### src/rtl/ttf_pkg.sv
package ttf_pkg;

	// One triangle corner as it enters
	typedef struct packed {
		logic signed [31:0] pos_x;
		logic signed [31:0] pos_y;
		logic signed [31:0] pos_z;
		logic signed [23:0] tex_u;
		logic signed [23:0] tex_v;
		logic signed [15:0] norm_x;
		logic signed [15:0] norm_y;
		logic signed [15:0] norm_z;
	} corner_t;

	// One corner frame as it leaves
	typedef struct packed {
		logic signed [15:0] out_tangent_x;
		logic signed [15:0] out_tangent_y;
		logic signed [15:0] out_tangent_z;
		logic signed [15:0] out_binormal_x;
		logic signed [15:0] out_binormal_y;
		logic signed [15:0] out_binormal_z;
		logic               last_of_face;
	} result_t;

	// Face record passed from front to back: edge deltas and the three normals
	typedef struct packed {
		logic [2:0][32:0]      dp1;
		logic [2:0][32:0]      dp2;
		logic signed [24:0]    dv1;
		logic signed [24:0]    dv2;
		logic [2:0][2:0][15:0] nrm;
	} face_t;

	localparam int unsigned FACE_Q_DEPTH = 2;

endpackage

### src/rtl/ttf_front.sv
module ttf_front (
	input  logic             clk,
	input  logic             arst_n,
	input  logic             in_valid,
	output logic             in_ready,
	input  ttf_pkg::corner_t in_data,
	output logic             face_valid,
	input  logic             face_pop,
	output ttf_pkg::face_t   face
);
	import ttf_pkg::*;

	logic [1:0]       cnt_q;
	logic [2:0][31:0] p0_q, p1_q, pin;
	logic [23:0]      v0_q, v1_q;
	logic [2:0][15:0] n0_q, n1_q, nin;
	face_t            fq_q [FACE_Q_DEPTH];
	logic             wr_q, rd_q;
	logic [1:0]       fcnt_q;
	logic             third, accept, push;
	face_t            rec;

	assign third  = cnt_q[1];
	assign in_ready = !third || (fcnt_q != 2'(FACE_Q_DEPTH));
	assign accept = in_valid && in_ready;
	assign push   = accept && third;
	assign pin    = {in_data.pos_z, in_data.pos_y, in_data.pos_x};
	assign nin    = {in_data.norm_z, in_data.norm_y, in_data.norm_x};

	// Form the face record from the held corners and the closing corner
	always_comb begin
		for (int i = 0; i < 3; i++) begin
			rec.dp1[i] = 33'($signed(p1_q[i])) - 33'($signed(p0_q[i]));
			rec.dp2[i] = 33'($signed(pin[i])) - 33'($signed(p0_q[i]));
		end
		rec.dv1 = 25'($signed(v1_q)) - 25'($signed(v0_q));
		rec.dv2 = 25'(in_data.tex_v) - 25'($signed(v0_q));
		rec.nrm[0] = n0_q;
		rec.nrm[1] = n1_q;
		rec.nrm[2] = nin;
	end

	// Count corners and track queue pointers
	always_ff @(posedge clk or negedge arst_n) begin
		if (!arst_n) begin
			cnt_q  <= '0;
			wr_q   <= 1'b0;
			rd_q   <= 1'b0;
			fcnt_q <= '0;
		end else begin
			if (accept) cnt_q <= third ? 2'd0 : cnt_q + 2'd1;
			if (push) wr_q <= !wr_q;
			if (face_pop) rd_q <= !rd_q;
			fcnt_q <= fcnt_q + 2'(push) - 2'(face_pop);
		end
	end

	// Hold the first two corners, store closed faces
	always_ff @(posedge clk) begin
		if (accept && cnt_q == 2'd0) begin
			p0_q <= pin;
			v0_q <= in_data.tex_v;
			n0_q <= nin;
		end
		if (accept && cnt_q == 2'd1) begin
			p1_q <= pin;
			v1_q <= in_data.tex_v;
			n1_q <= nin;
		end
		if (push) fq_q[wr_q] <= rec;
	end

	assign face_valid = fcnt_q != 2'd0;
	assign face       = fq_q[rd_q];

	a_pop_nonempty: assert property (@(posedge clk) disable iff (!arst_n)
		face_pop |-> face_valid) else $error("face popped from empty queue");
	a_count_range: assert property (@(posedge clk) disable iff (!arst_n)
		cnt_q != 2'd3) else $error("corner count out of range");
	a_queue_bound: assert property (@(posedge clk) disable iff (!arst_n)
		fcnt_q <= 2'(FACE_Q_DEPTH)) else $error("face queue overfilled");

endmodule

### config.mk
export PLATFORM = sky130hd
export DESIGN_NAME = ttf_front
export DESIGN_NICKNAME = d
export VERILOG_FILES = /design/src/rtl/ttf_pkg.sv /design/src/rtl/ttf_front.sv
export SDC_FILE = /design/constraint.sdc
export NUM_CORES = 1
export LEC_CHECK = 0
export ABC_AREA = 1
export BUFFER_PORTS_ARGS = -buffer_cell sky130_fd_sc_hd__buf_2
export CORE_UTILIZATION = 60
export CTS_BUF_LIST = sky130_fd_sc_hd__clkbuf_4
export CTS_CLUSTER_SIZE = 24
export DETAILED_ROUTE_END_ITERATION = 8
export GPL_ROUTABILITY_DRIVEN = 1
export GPL_TIMING_DRIVEN = 0
export PLACE_DENSITY_LB_ADDON = 0.2
export SETUP_SLACK_MARGIN = 0.02
export SLEW_MARGIN = 20
export SYNTH_ARGS = -nofsm -noshare
export SYNTH_HDL_FRONTEND = slang
export SYNTH_SLANG_ARGS = --single-unit
### constraint.sdc
create_clock -name clk -period 19.97 [get_ports clk]
set_input_delay 2.9955 -clock clk [delete_from_list [all_inputs] [get_ports clk]]
set_output_delay 2.9955 -clock clk [all_outputs]
set_load 0.01 [all_outputs]
Word level (Yosys, flattened, before mapping)
Memories as Yosys holds them, arrays and structs flattened.
Cells that the tools add are included.
{"block": "totals", "regBits": 342, "latchBits": 0, "mem_bits_rw": 784, "rom_bits": 0, "input_bits": 196, "mem_count": 1}
{"name": "fq_q", "words": 2, "width": 392, "rd": 1, "rd_clocked_by_memory_dff": 0, "write_ports": 1, "line": "ttf_front.sv:17", "source": "face_t fq_q [FACE_Q_DEPTH];"}
{"block": "classes", "add_sub_neg": 11, "mul": 0, "n_div": 0, "n_lt_le_gt_ge": 0, "eq_ne": 2, "n_shift": 0, "n_mux": 3, "bitwise": 0, "n_reduce_logical": 10}
{"operator": "32-bit by 32-bit subtractor with 33-bit output", "count": 6}
{"operator": "24-bit by 24-bit subtractor with 25-bit output", "count": 2}
{"operator": "1-bit logical AND", "count": 4}
{"operator": "1-bit zero test", "count": 3}
{"operator": "2-bit by 1-bit adder with 2-bit output", "count": 1}
{"operator": "2-bit by 1-bit adder with 2-bit output, second input constant", "count": 1}
{"operator": "2-bit by 1-bit equality test with 1-bit output, second input constant", "count": 1}
{"operator": "2-bit zero test", "count": 1}
{"operator": "1-bit two-way mux", "count": 2}
{"operator": "2-bit two-way mux", "count": 1}
{"operator": "2-bit != test, second input constant", "count": 1}
{"operator": "2-bit nonzero test", "count": 1}
{"operator": "2-bit by 1-bit subtractor with 2-bit output", "count": 1}
{"operator": "1-bit logical OR", "count": 1}

Depth between registers and ports, before layout
{"block": "logic_depth", "ltp_word": 6, "mapped_depth": 14}

Least setup slack after synthesis
OpenSTA, ideal clock, no wires.
{"block": "synth_path", "path_kind": "input -> register", "startpoint": "input port in_valid", "endpoint": "memory fq_q[0][0] (netlist bit), enable pin", "setup_ps": 1155, "arrival_time_ps": 19459, "required_time_ps": 18815, "setup_slack_ps": -644, "stages": 4, "path_cell_list": "nand2_1 > inv_1 > nand2_1 > nor2_1"}
{"block": "synth_between", "elab_chain_cells": 4}
{"item": "start, declared", "line": "ttf_front.sv:4", "source": "input logic in_valid,"}
{"item": "1-bit logical AND", "line": "ttf_front.sv:25", "source": "assign accept = in_valid && in_ready;"}
{"item": "1-bit logical AND", "line": "ttf_front.sv:26", "source": "assign push = accept && third;"}
{"item": "1-bit two-way mux", "line": "ttf_front.sv:70", "source": "if (push) fq_q[wr_q] <= rec;"}
{"item": "1-bit two-way mux (not written as such)", "line": "ttf_front.sv:70"}
{"item": "end, declared", "line": "ttf_front.sv:17"}
Every way passes these cells.

==> impl_metrics.toml <==
[outcome]
status = "finished clean"

[drt]
first_pass_iters = 8
drc_errors = 0
antenna_left = 0
route.detailed.wl_per_inst_um = 18.5
drt_wl_total_um = 146000
drt_iter0_markers = 2646
via_count = 40200
via_per_inst = 5.11

[clock_tree]
cts_buffers = 301
clockRootBuffer = "clkbuf_4"
cts_num_sinks = 1126
cts.clk_slew.worst_paths_ps = 70
h-tree-depth = 5
ctsHoldBuffers = 0
max-clock-path-buffers = 4
insertion_delay_ps = 1160
post_cts_buffers = 0
cts_tree = "yes"
cts_resized = 0

[critical_path]
crit_required_ps = 16970
end_kind = "output pin"
crit_family = "buffers and inverters"
cp.arrival_ps = 3070
cp_max_fo = 10
crit_path_end = "face[359]"
reg2reg_slack_ps = 17060
startpoint_type = "flop"
reg2regPathDepth = 10
cpPeakStageDelay_ps = 550
r2r_start = "fcnt_q[1]"
cp.depth = 5
worst-path-buf-inv = 4
rr_endpoint = "fq_q[1][290]"
critPathLaunch = "rd_q"
crit_type = "reg -> out"
critPathSlowestCell = "buf_2"
cp_cell_sequence = "buf_2, buf_2, buf_4, mux2_2, buf_2"
cpMostUsedCell = "buf_2"

[min_path]
hp-class = "reg -> reg"
hold_depth = 0

[sta]
slew_violations = 0
period_share = 0.304
finClkSkew_ps = 89.8
hold_violations = 0
final-setup-viol-count = 0
final.min_clock_period_ps = 6060
rsz0062_at_grt = "false"
slew_headroom = 0.544
tightest_slew_ps = 683
fmax_mhz = 165

[logic_synthesis]
synth_area_per_cell_sq_um = 10.4
yosysTopAreaCell = "edfxtp_1"
synth_cells = 5498
synth.cell_area_sq_um = 57100
ys_seq_area_frac = 0.592
synth_area_leaders = "edfxtp_1, nand2_1, mux2_2, inv_1, ha_1"
yosys.area.top_type_share = 0.589
ys_seq_elements = 1126
synth_warnings = 0
syn-num-nets = 5944
synthDistinctLibCells = 30

[floorplan]
die_w_um = 310
num_io_pins = 590
fp-row-count = 112
core_sq_um = 93700
die_area_sq_um = 96400
dieHeight_um = 310
start_util = 0.609

[finish]
fin_area_sq_um = 66200
drive_above_1_share = 0.236
final_common_cell = "nand2_1"
stdcell_count = 7862
layout_common_cells = "nand2_1, edfxtp_1, inv_1"
area_growth_pct = 16.0
finish.net_count = 6863

[power]
power_switching_mw = 3.25
p_comb_frac = 0.402
ir_worst_vdd_mv = 0.0750
pwr-share-seq = 0.382
p_leak_nw = 30.7
powerDensity_nw_per_um2 = 133
p_int_mw = 5.56
power_mw = 8.81
power_switching_share = 0.369
clkPwrFrac = 0.216

[global_routing]
overflow = 0
grt_max_degree = 28
grt_usage = 0.302
antenna_found_initial = 42
grt_first_pass_wirelength_um = 218000
grt_pass1_vias = 40300

[place]
routabilityCongestion = 0.907
io_buffers = 565
dpl.cell_count = 7368
dpl_cell_area_sq_um = 62700
hpwl_um = 114000

[job]
maxCapViolCount = 0
[worst min path at each step]
stage / endpoint / slack, ps / from
after floorplan: fq_q[0][0] / 420 / n0_q[0]
after CTS: fq_q[0][0] / 400 / n0_q[0]
after global placement: fq_q[0][83] / 420 / n1_q[35]
after detailed placement: fq_q[1][65] / 430 / n1_q[17]
after global routing: fq_q[0][0] / 410 / n0_q[0]
final: fq_q[0][50] / 400 / n1_q[2]
[state kept, by name, indices dropped and copies added (netlist names)]
signal,cells
fq_q,784
p0_q,96
p1_q,96
n0_q,48
n1_q,48
v0_q,24
v1_q,24
cnt_q,2
fcnt_q,2
rd_q,1
wr_q,1
[Yosys cell counts]
cell and n:
nand2_1 1745, nand2_2 35, a21oi_1 160, edfxtp_1 1120, nand4_2 1, nand3_1 176
and2_1 13, or2_1 6, nor2_1 300, nor3_2 4, mux2_2 392, or2_2 2
buf_2 7, fa_1 8, a21o_1 6, o21bai_1 16, o21ai_0 13, xnor2_1 22
nand4_1 40, buf_4 40, ha_1 242, nor2_4 2, nor3_1 20, nor2_2 4
dfrtp_1 6, xor2_1 100, a21oi_2 5, nand3b_1 1, inv_1 1005, nand3_2 7
[power groups by stage]
stage	combinational, mW	sequential, mW	clock, mW
6_report	3.54	3.36	1.91
3_3_place_gp	3.34	3.69	0
5_1_grt	3.87	3.40	2.07
4_1_cts	3.54	3.37	1.95
2_1_floorplan	2.22	3.57	0
3_5_place_dp	3.51	3.41	0
[area by class of cell]
class	count	area, sq um
repair buffers	616	4010
multi-input cells	3320	19200
clock buffers	414	3110
clock inverters	55	358
plain buffers	47	335
fillers	7066	27500
well taps	1254	1570
inverters	1005	3770
flip-flops and latches	1126	33800
diodes	25	62.6
[through the flow]
step | setup WS, ps | setup TNS (ps) | hold slack, ps | utilization
2_1_floorplan | -644 | -505070 | 421 | -
3_3_place_gp | -9920 | -7719840 | 421 | 0.656
3_5_place_dp | 14550 | 0 | 430 | 0.669
4_1_cts | 13770 | 0 | 401 | 0.706
5_1_grt | 13770 | 0 | 413 | 0.706
6_report | 13910 | 0 | 401 | 0.706
[routing by layer]
metal	share of wire	global-route usage	vias up	wire length, um
met5	0.0011	0	-	160
met2	0.49	0.518	1205	71400
met3	0.082	0.0928	284	11900
met1	0.39	0.351	18700	57400
met4	0.033	0.122	22	4820
li1	-	-	20000	-
[cell families after synthesis]
| kind of cell | share of synthesized area |
|---|---|
| and+or+nand+nor | 0.165 |
| DFF | 0.592 |
| adders and majority gates | 0.0559 |
| muxes | 0.0773 |
| xor gates and xnor gates | 0.0187 |
| buffers and inverters | 0.0720 |
| AOI/OAI and AO/OA | 0.0188 |
No activity file was read; power rests on OpenSTA's default activity.
